`src/hw/rtl/u8sd_pkg.sv`:
```
`default_nettype none
// ----------------------------------------------------------------------------
// u8sd_pkg
// Byte tags, field widths and the decoder state type for the UTF-8 decoder.
// ----------------------------------------------------------------------------
package u8sd_pkg;

   localparam int unsigned BYTE_W  = 8;
   localparam int unsigned CP_W    = 21;
   localparam int unsigned LEN_W   = 3;
   localparam int unsigned REM_W   = 2;

   localparam logic [CP_W-1:0]   CP_REPLACEMENT = 21'h00FFFD;
   localparam logic [BYTE_W-1:0] CONT_TAG       = 8'h80;
   localparam logic [BYTE_W-1:0] LEAD2_TAG      = 8'hC0;
   localparam logic [BYTE_W-1:0] LEAD3_TAG      = 8'hE0;
   localparam logic [BYTE_W-1:0] LEAD4_TAG      = 8'hF0;

   localparam logic [LEN_W-1:0]  LEN_1 = 3'd1;
   localparam logic [LEN_W-1:0]  LEN_2 = 3'd2;
   localparam logic [LEN_W-1:0]  LEN_3 = 3'd3;
   localparam logic [LEN_W-1:0]  LEN_4 = 3'd4;

   // Open-sequence context carried between bytes
   typedef struct packed {
      logic [REM_W-1:0] remaining;
      logic [CP_W-1:0]  acc;
      logic [LEN_W-1:0] total;
      logic             bad;
   } seq_state_type;

endpackage : u8sd_pkg
`default_nettype wire

```
`src/hw/rtl/utf8_stream_decoder.sv`:
```
`default_nettype none
// ----------------------------------------------------------------------------
// utf8_stream_decoder
// Byte-serial UTF-8 decoder: one byte per item in, one code point per
// completed sequence out, with a malformed mark for bad lead or
// continuation bytes.
//
//   Channel   Ports                                     Dir   Width
//   req       req_valid/req_ready, req_in_byte          in    8
//   rsp       rsp_valid/rsp_ready, rsp_code_point,      out   21
//             rsp_seq_length, rsp_malformed                   3, 1
//
// One byte is taken per cycle while req_ready is high; a result appears in
// the output register the cycle after the byte that ends its sequence.
// req_ready is low only while the output register holds a result that the
// sink does not take in that cycle.
// Synchronous active-high reset drops any open sequence and the pending result.
// ----------------------------------------------------------------------------
module utf8_stream_decoder (
   input  wire logic                       clock,
   input  wire logic                       reset,
   input  wire logic                       req_valid,
   output logic                            req_ready,
   input  wire logic [u8sd_pkg::BYTE_W-1:0] req_in_byte,
   output logic                            rsp_valid,
   input  wire logic                       rsp_ready,
   output logic [u8sd_pkg::CP_W-1:0]       rsp_code_point,
   output logic [u8sd_pkg::LEN_W-1:0]      rsp_seq_length,
   output logic                            rsp_malformed
);
   import u8sd_pkg::*;

   seq_state_type    seq_ff, seq_in;
   logic             rsp_valid_ff, rsp_valid_in;
   logic [CP_W-1:0]  cp_ff, cp_in;
   logic [LEN_W-1:0] len_ff, len_in;
   logic             mal_ff, mal_in;

   logic             accept;
   logic             emit;
   logic             cont_bad;
   logic [CP_W-1:0]  acc_shift;

   assign req_ready = !rsp_valid_ff || rsp_ready;
   assign accept    = req_valid && req_ready;

   assign cont_bad  = (req_in_byte & 8'hC0) != CONT_TAG;
   assign acc_shift = {seq_ff.acc[CP_W-7:0], req_in_byte[5:0]};

   always_comb begin
      seq_in = seq_ff;
      emit   = 1'b0;
      cp_in  = cp_ff;
      len_in = len_ff;
      mal_in = mal_ff;
      if (seq_ff.remaining == '0) begin
         if (!req_in_byte[7]) begin
            emit   = 1'b1;
            cp_in  = {{(CP_W-BYTE_W){1'b0}}, req_in_byte};
            len_in = LEN_1;
            mal_in = 1'b0;
         end else if ((req_in_byte & 8'hF8) == LEAD4_TAG) begin
            seq_in.acc       = {{(CP_W-3){1'b0}}, req_in_byte[2:0]};
            seq_in.total     = LEN_4;
            seq_in.remaining = 2'd3;
            seq_in.bad       = 1'b0;
         end else if ((req_in_byte & 8'hF0) == LEAD3_TAG) begin
            seq_in.acc       = {{(CP_W-4){1'b0}}, req_in_byte[3:0]};
            seq_in.total     = LEN_3;
            seq_in.remaining = 2'd2;
            seq_in.bad       = 1'b0;
         end else if ((req_in_byte & 8'hE0) == LEAD2_TAG) begin
            seq_in.acc       = {{(CP_W-5){1'b0}}, req_in_byte[4:0]};
            seq_in.total     = LEN_2;
            seq_in.remaining = 2'd1;
            seq_in.bad       = 1'b0;
         end else begin
            emit   = 1'b1;
            cp_in  = CP_REPLACEMENT;
            len_in = LEN_1;
            mal_in = 1'b1;
         end
      end else begin
         // any byte counts towards the announced length, good or not
         seq_in.acc       = acc_shift;
         seq_in.bad       = seq_ff.bad || cont_bad;
         seq_in.remaining = seq_ff.remaining - 2'd1;
         if (seq_ff.remaining == 2'd1) begin
            emit   = 1'b1;
            len_in = seq_ff.total;
            mal_in = seq_in.bad;
            cp_in  = seq_in.bad ? CP_REPLACEMENT : acc_shift;
            seq_in = '0;
         end
      end
   end

   always_comb begin
      rsp_valid_in = rsp_valid_ff;
      if (rsp_valid_ff && rsp_ready) begin
         rsp_valid_in = 1'b0;
      end
      if (accept && emit) begin
         rsp_valid_in = 1'b1;
      end
   end

   always_ff @(posedge clock) begin
      if (reset) begin
         seq_ff       <= '0;
         rsp_valid_ff <= 1'b0;
      end else begin
         rsp_valid_ff <= rsp_valid_in;
         if (accept) begin
            seq_ff <= seq_in;
         end
      end
   end

   // result payload: load only with a new result
   always_ff @(posedge clock) begin
      if (accept && emit) begin
         cp_ff  <= cp_in;
         len_ff <= len_in;
         mal_ff <= mal_in;
      end
   end

   assign rsp_valid      = rsp_valid_ff;
   assign rsp_code_point = cp_ff;
   assign rsp_seq_length = len_ff;
   assign rsp_malformed  = mal_ff;

   a_ascii_next: assert property (@(posedge clock) disable iff (reset)
      (accept && seq_ff.remaining == '0 && !req_in_byte[7]) |=> rsp_valid_ff)
      else $error("ASCII byte did not produce a result");

   a_mal_cp: assert property (@(posedge clock) disable iff (reset)
      (rsp_valid_ff && mal_ff) |-> (cp_ff == CP_REPLACEMENT))
      else $error("malformed result without replacement code point");

   a_len_range: assert property (@(posedge clock) disable iff (reset)
      rsp_valid_ff |-> (len_ff == LEN_1 || len_ff == LEN_2 ||
                        len_ff == LEN_3 || len_ff == LEN_4))
      else $error("result length out of range");

   a_one_byte: assert property (@(posedge clock) disable iff (reset)
      (rsp_valid_ff && !mal_ff && len_ff == LEN_1) |-> (cp_ff[CP_W-1:7] == '0))
      else $error("one-byte result above 0x7F");

endmodule : utf8_stream_decoder
`default_nettype wire

```
`config.mk`:
```
export PLATFORM = sky130hd
export DESIGN_NAME = utf8_stream_decoder
export DESIGN_NICKNAME = d
export VERILOG_FILES = /design/src/hw/rtl/u8sd_pkg.sv /design/src/hw/rtl/utf8_stream_decoder.sv
export SDC_FILE = /design/constraint.sdc
export NUM_CORES = 1
export LEC_CHECK = 0
export ABC_CLOCK_PERIOD_IN_PS = 1800
export BUFFER_PORTS_ARGS = -buffer_cell sky130_fd_sc_hd__buf_2
export CAP_MARGIN = 5
export CORE_UTILIZATION = 48
export DETAILED_ROUTE_END_ITERATION = 16
export PLACE_DENSITY = 0.7
export RECOVER_POWER = 100
export SLEW_MARGIN = 20
export SYNTH_ARGS = -nofsm -noshare
export SYNTH_HDL_FRONTEND = slang
export SYNTH_SLANG_ARGS = --single-unit
export TNS_END_PERCENT = 100
```
`constraint.sdc`:
```
create_clock -name clock -period 1.8 [get_ports clock]
set_input_delay 0.27 -clock clock [delete_from_list [all_inputs] [get_ports clock]]
set_output_delay 0.27 -clock clock [all_outputs]
set_load 0.02 [all_outputs]
```
# ---- Word level (Yosys, flattened, before mapping)
# Index checks and enable logic that the tools add are counted.
dict set report word_totals {
  reg_bits 47
  latch_bits 0
  ramBits 0
  rom_bits 0
  in_bits 12
  output_inout_bits 27
  wordCells 64
  mem_count 0
}
dict set report op_classes {
  add_sub_neg 1
  n_mul 0
  n_div 0
  order_cmp 0
  n_eq_ne 10
  n_shift 0
  n_mux 33
  n_bitwise 0
  n_reduce_logical 12
}
# op n
set op_table {}
lappend op_table {{2-to-1 mux 27 bit} 6}
lappend op_table {{2-to-1 mux 21 bit} 7}
lappend op_table {{2-to-1 mux 3 bit} 6}
lappend op_table {{2-to-1 mux 1 bit} 14}
lappend op_table {{!= test 3 bit, second input constant} 3}
lappend op_table {{== test 5 bit, second input constant} 1}
lappend op_table {{AND reduction 5 bit} 1}
lappend op_table {{== test 4 bit, second input constant} 1}
lappend op_table {{!= test 2 bit, second input constant} 2}
lappend op_table {{!= test 4 x 1 -> 1 bit, second input constant} 1}
lappend op_table {{AND reduction 4 bit} 1}
lappend op_table {{nonzero test 2 bit} 2}
lappend op_table {{== test 3 bit, second input constant} 1}
lappend op_table {{logical AND 1 bit} 3}
lappend op_table {{AND reduction 3 bit} 1}
lappend op_table {{== test 2 x 1 -> 1 bit, second input constant} 1}
lappend op_table {{zero test 2 bit} 1}
lappend op_table {{logical OR 1 bit} 2}
lappend op_table {{subtractor 2 x 1 -> 2 bit, second input constant} 1}
lappend op_table {{zero test 1 bit} 1}

# ---- Depth between registers and ports, before layout
dict set report depth {
  ltp_word 8
  mapped_depth 7
  mapped_depth_nobuf 6
}

# ---- Worst setup path before layout
# No wires, ideal clock.
dict set report synth_path {
  path_kind {register to register}
  from {reg rsp_valid_ff, in the netlist rsp_valid}
  to {reg cp_ff[0], in the netlist rsp_code_point[0], enable pin}
  setup_ns 0.384
  t_arrival_ns 1.845
  required_time_ns 1.416
  setup_slack_ns -0.429
  path_stages_with_launch 6
  path_buffers 2
  synth_period_minus_slack_ns 2.229
  cell_sequence {dfxtp_1 -> nand2b_1 -> and2_1 -> clkbuf_1 -> buf_2 -> and2_1}
}
dict set report synth_between {
  elab_chain_len 5
}
# item line_no
set synth_lines {}
lappend synth_lines {{start: declaration} utf8_stream_decoder.sv:34} ;# logic rsp_valid_ff, rsp_valid_in;
lappend synth_lines {{start signal: assignment} utf8_stream_decoder.sv:113} ;# rsp_valid_ff <= rsp_valid_in;
lappend synth_lines {{zero test 1 bit} utf8_stream_decoder.sv:44} ;# assign req_ready = !rsp_valid_ff || rsp_ready;
lappend synth_lines {{logical OR 1 bit} utf8_stream_decoder.sv:44}
lappend synth_lines {{named net req_ready} utf8_stream_decoder.sv:23} ;# output logic req_ready,
lappend synth_lines {{logical AND 1 bit} utf8_stream_decoder.sv:45} ;# assign accept = req_valid && req_ready;
lappend synth_lines {{logical AND 1 bit} utf8_stream_decoder.sv:122} ;# if (accept && emit) begin
lappend synth_lines {{AND reduction 5 bit (no line)} --}
lappend synth_lines {{end signal: assignment} utf8_stream_decoder.sv:123} ;# cp_ff <= cp_in;
lappend synth_lines {{end: declaration} utf8_stream_decoder.sv:35} ;# logic [CP_W-1:0] cp_ff, cp_in;
# The timed path passes the listed nets, and every way through them passes these cells.
# A chain may end at the register's enable or synchronous reset.

# ---- Worst setup path in the final report
dict set report layout_path {
  from {reg seq_ff[25] (netlist bit)}
  to {reg seq_ff (netlist bit acc_shift[8])}
}
dict set report layout_between {
  elab_chain_len 3
  elab_cells_between_ends 7
  classes_between {eq/ne: 3; mux: 2; reduce/logical: 2}
}
# item line_no
set layout_lines {}
lappend layout_lines {{start: declaration} utf8_stream_decoder.sv:33} ;# seq_state_type seq_ff, seq_in;
lappend layout_lines {{start signal: assignment} utf8_stream_decoder.sv:115} ;# seq_ff <= seq_in;
lappend layout_lines {{zero test 2 bit or == test 2 x 1 -> 1 bit (tied branches)} {utf8_stream_decoder.sv:56, utf8_stream_decoder.sv:88}}
lappend layout_lines {{!= test 4 x 1 -> 1 bit (no line), or another cell as far along} --}
lappend layout_lines {{AND reduction 3 bit (no line) or 2-to-1 mux 27 bit (tied branches)} --}
# Several ways; a longest one is shown, not always the timed one. The select of a mux whose other input is x is not followed.

==> flow_metrics.env <==
export IMPL_synth_compound_area_share_pct=14.44
export IMPL_antenna_found_initial=0
export IMPL_powerDensity_mw_per_mm2=1082
export IMPL_busiest_layer="met2"
export IMPL_cts_buffers_inserted=5
export IMPL_rsz0062_at_grt="no"
export IMPL_vias=1453
export IMPL_htreeDepth=2
export IMPL_peakVddDrop_mv=0.5109
export IMPL_ys_flop_type="edfxtp_1"
export IMPL_grt_util_met3_pct=4.401
export IMPL_syn_area_per_cell_um2=10.77
export IMPL_max_cap_viol_count=0
export IMPL_stdcell_area_mm2=0.002290
export IMPL_cellLeakagePower_nw=0.8129
export IMPL_drcViolationCount=0
export IMPL_die_h_um=65.03
export IMPL_synthTopCellsByCount="27 x nor2_1, 25 x edfxtp_1, 22 x dfxtp_1"
export IMPL_cp_max_fo=13
export IMPL_rrSetupSlack_ns=0.14
export IMPL_grt_use_total_pct=19.15
export IMPL_relSlewSlack_pct=72.11
export IMPL_start_kind="register"
export IMPL_tritoncts="done"
export IMPL_hpwl_mm=2.661
export IMPL_clk_path_buf_depth=2
export IMPL_synth_top_family_by_area="simple AND/OR/NAND/NOR gates"
export IMPL_worstHoldStart="req_in_byte[1]"
export IMPL_grt_overflow=0
export IMPL_dieArea_mm2=0.004229
export IMPL_cts_sinks=47
export IMPL_ys_warn_count=0
export IMPL_synthSimpleGateAreaFrac_pct=18.37
export IMPL_status="finished clean"
export IMPL_min_to="acc_shift[7]$_SDFFE_PP0P_"
export IMPL_portBuffers=38
export IMPL_setup_viol=0
export IMPL_final_min_clock_period_ns=1.660
export IMPL_setup_tns_final_ns=0
export IMPL_fmax_mhz=602.3
export IMPL_grt_max_degree=26
export IMPL_ys_ff_latch=47
export IMPL_met1_usage_pct=22.46
export IMPL_maxSlewViolCount=0
export IMPL_reg2reg_to="acc_shift[8]$_SDFFE_PP0P_"
export IMPL_grt_pass1_vias=1378
export IMPL_ys_types=32
export IMPL_drt_iter0_markers=64
export IMPL_synthAdderAreaFrac_pct=1.312
export IMPL_fin_crit_sh_pct=92.23
export IMPL_placed_cell_area_mm2=0.002183
export IMPL_finalHoldViolations=0
export IMPL_synth_top_area_cell="edfxtp_1"
export IMPL_routedWlPerCell_um=13.71
export IMPL_synth_area_mm2=0.001907
export IMPL_ant_nets=0
export IMPL_synth_top_area_share_pct=39.37
export IMPL_end_kind="register"
export IMPL_vias_per_cell=5.381
export IMPL_synth_edff_count=25
export IMPL_post_synth_top_count_cell="nor2_1"
export IMPL_drt_total_wl_mm=3.703
export IMPL_ios=39
export IMPL_async_flop_share_pct=0
export IMPL_dr_pass1_iters=4
export IMPL_die_w_um=65.03
export IMPL_hp_class="in2reg"
export IMPL_antenna_cells=0
export IMPL_hold_path_cell_count=2
export IMPL_drive_gt1_share_pct=16.67
export IMPL_start_util_pct=50.94
export IMPL_clkTransAtPathRegs_ns=0.08
export IMPL_routabilityCongestion=0.8635
export IMPL_syn_nets=191
export IMPL_crit_type="reg2reg"
export IMPL_cp_required_ns=1.99
export IMPL_synth_mux_area_share_pct=0
export IMPL_cts_root_buffer="clkbuf_8"
export IMPL_synth_xor_area_share_pct=0
export IMPL_r2r_start="seq_ff[25]$_SDFFE_PP0P_"
export IMPL_met2_usage_pct=32.68
export IMPL_yosysSeqAreaShare_pct=62.47
export IMPL_synthToLayoutAreaGrowth_pct=20.08
export IMPL_critPathArrivalTime_ns=1.85
export IMPL_tightest_slew_ns=0.4183
export IMPL_final_core_util_pct=61.16
export IMPL_fin_nets=235
export IMPL_ff2ff_path_depth=5
export IMPL_coreArea_mm2=0.003744
export IMPL_skew_ns=0.006572
export IMPL_synthTopCellsByArea="edfxtp_1 39%, dfxtp_1 23%, nor2_1 5.3%"
export IMPL_clock_latency_ns=0.29
export IMPL_grt_pass1_wl_mm=6.044
export IMPL_placementRows=22
export IMPL_synthCells=177
[critical path, stage by stage (launching register included)]
cell     delay, ns
dfxtp_1       0.38
inv_1         0.09
ha_4          0.20
a21bo_1       0.45
a21oi_2       0.18
a22o_1        0.26
[per-layer routing]
| layer | vias up | share of wire [%] |
|---|---|---|
| met3 | 10 | 5.5 |
| met4 | 0 | 2.4 |
| met5 | - | 0 |
| met2 | 48 | 49 |
| li1 | 720 | - |
| met1 | 675 | 43 |
[layout make-up]
cell class,count,area (µm²)
clock buffers,6,72.57
clock inverters,2,60.06
fillers,333,1454
inverters,5,18.77
multi-input cells,115,674.4
flip-flops and latches,47,1191
well taps,48,60.06
repair buffers,47,212.7
[flip-flops by register name (all words and copies together), names as in the netlist]
register and count:
rsp_valid 1, seq_ff 6, acc_shift 15, rsp_seq_length 3, rsp_malformed 1, rsp_code_point 21
[cells in the final DEF (no fill, tap or decap), types with 2 or more instances in the layout]
cell type,synthesis,layout
clkbuf_8,0,5
or3_1,2,2
nand2_1,2,2
nor2b_1,3,3
bufinv_16,0,2
and2_1,8,5
and2_0,0,2
buf_4,1,6
or2_2,6,6
a22o_1,4,4
dfxtp_1,22,22
nand4_1,3,3
o21ai_0,13,13
inv_1,5,5
o22ai_1,2,2
a31oi_1,3,3
nand3_1,11,11
nor2_1,27,27
a21oi_1,16,16
edfxtp_1,25,25
clkbuf_1,5,31
buf_2,3,11
[stage by stage]
step / hold slack [ns] / power [mW] / setup WS, ns / std cells
after global placement: 0.4585 / 1.613 / 0.09512 / 262
after CTS: 0.1867 / 2.500 / 0.01860 / 270
after global routing: 0.1960 / 2.572 / 0.03386 / 270
after floorplan: 0.3956 / 1.497 / 0.08131 / 177
final: 0.1919 / 2.477 / 0.1398 / 270
after detailed placement: 0.4559 / 1.623 / 0.02573 / 262
[what timing repair did]
| action | CTS | global route |
|---|---|---|
| resized for setup | 0 | 4 |
| hold buffers | 0 | 0 |
| setup buffers | 0 | 0 |
| hold endpoints to repair | 0 | 0 |
| setup endpoints to repair | 0 | 58 |
[power by group]
group	internal, mW	switching [mW]	total (mW)
clock	0.555	0.334	0.889
sequential	1.21	0.0250	1.24
combinational	0.111	0.240	0.352
total	1.88	0.599	2.48
[worst max-delay path by stage]
stage / endpoint / cells past startpoint / slack, ns / start
6_report: acc_shift[8]$_SDFFE_PP0P_ / 5 / 0.14 / seq_ff[25]$_SDFFE_PP0P_
5_1_grt: acc_shift[8]$_SDFFE_PP0P_ / 5 / 0.03 / seq_ff[25]$_SDFFE_PP0P_
4_1_cts: rsp_code_point[19]$_SDFFCE_PP0P_ / 5 / 0.02 / seq_ff[25]$_SDFFE_PP0P_
3_5_place_dp: acc_shift[18]$_SDFFE_PP0P_ / 7 / 0.03 / seq_ff[25]$_SDFFE_PP0P_
3_3_place_gp: acc_shift[20]$_SDFFE_PP0P_ / 7 / 0.1 / seq_ff[25]$_SDFFE_PP0P_
2_1_floorplan: rsp_code_point[0]$_DFFE_PP_ / 5 / 0.08 / rsp_valid$_SDFFE_PP0P_
[cell families after synthesis]
logic type	count (synthesis)
simple gates	68
flops	47
compound gates	45
buf+inv	15
fa+ha+maj	2
No activity file was read; power rests on OpenSTA's default activity.
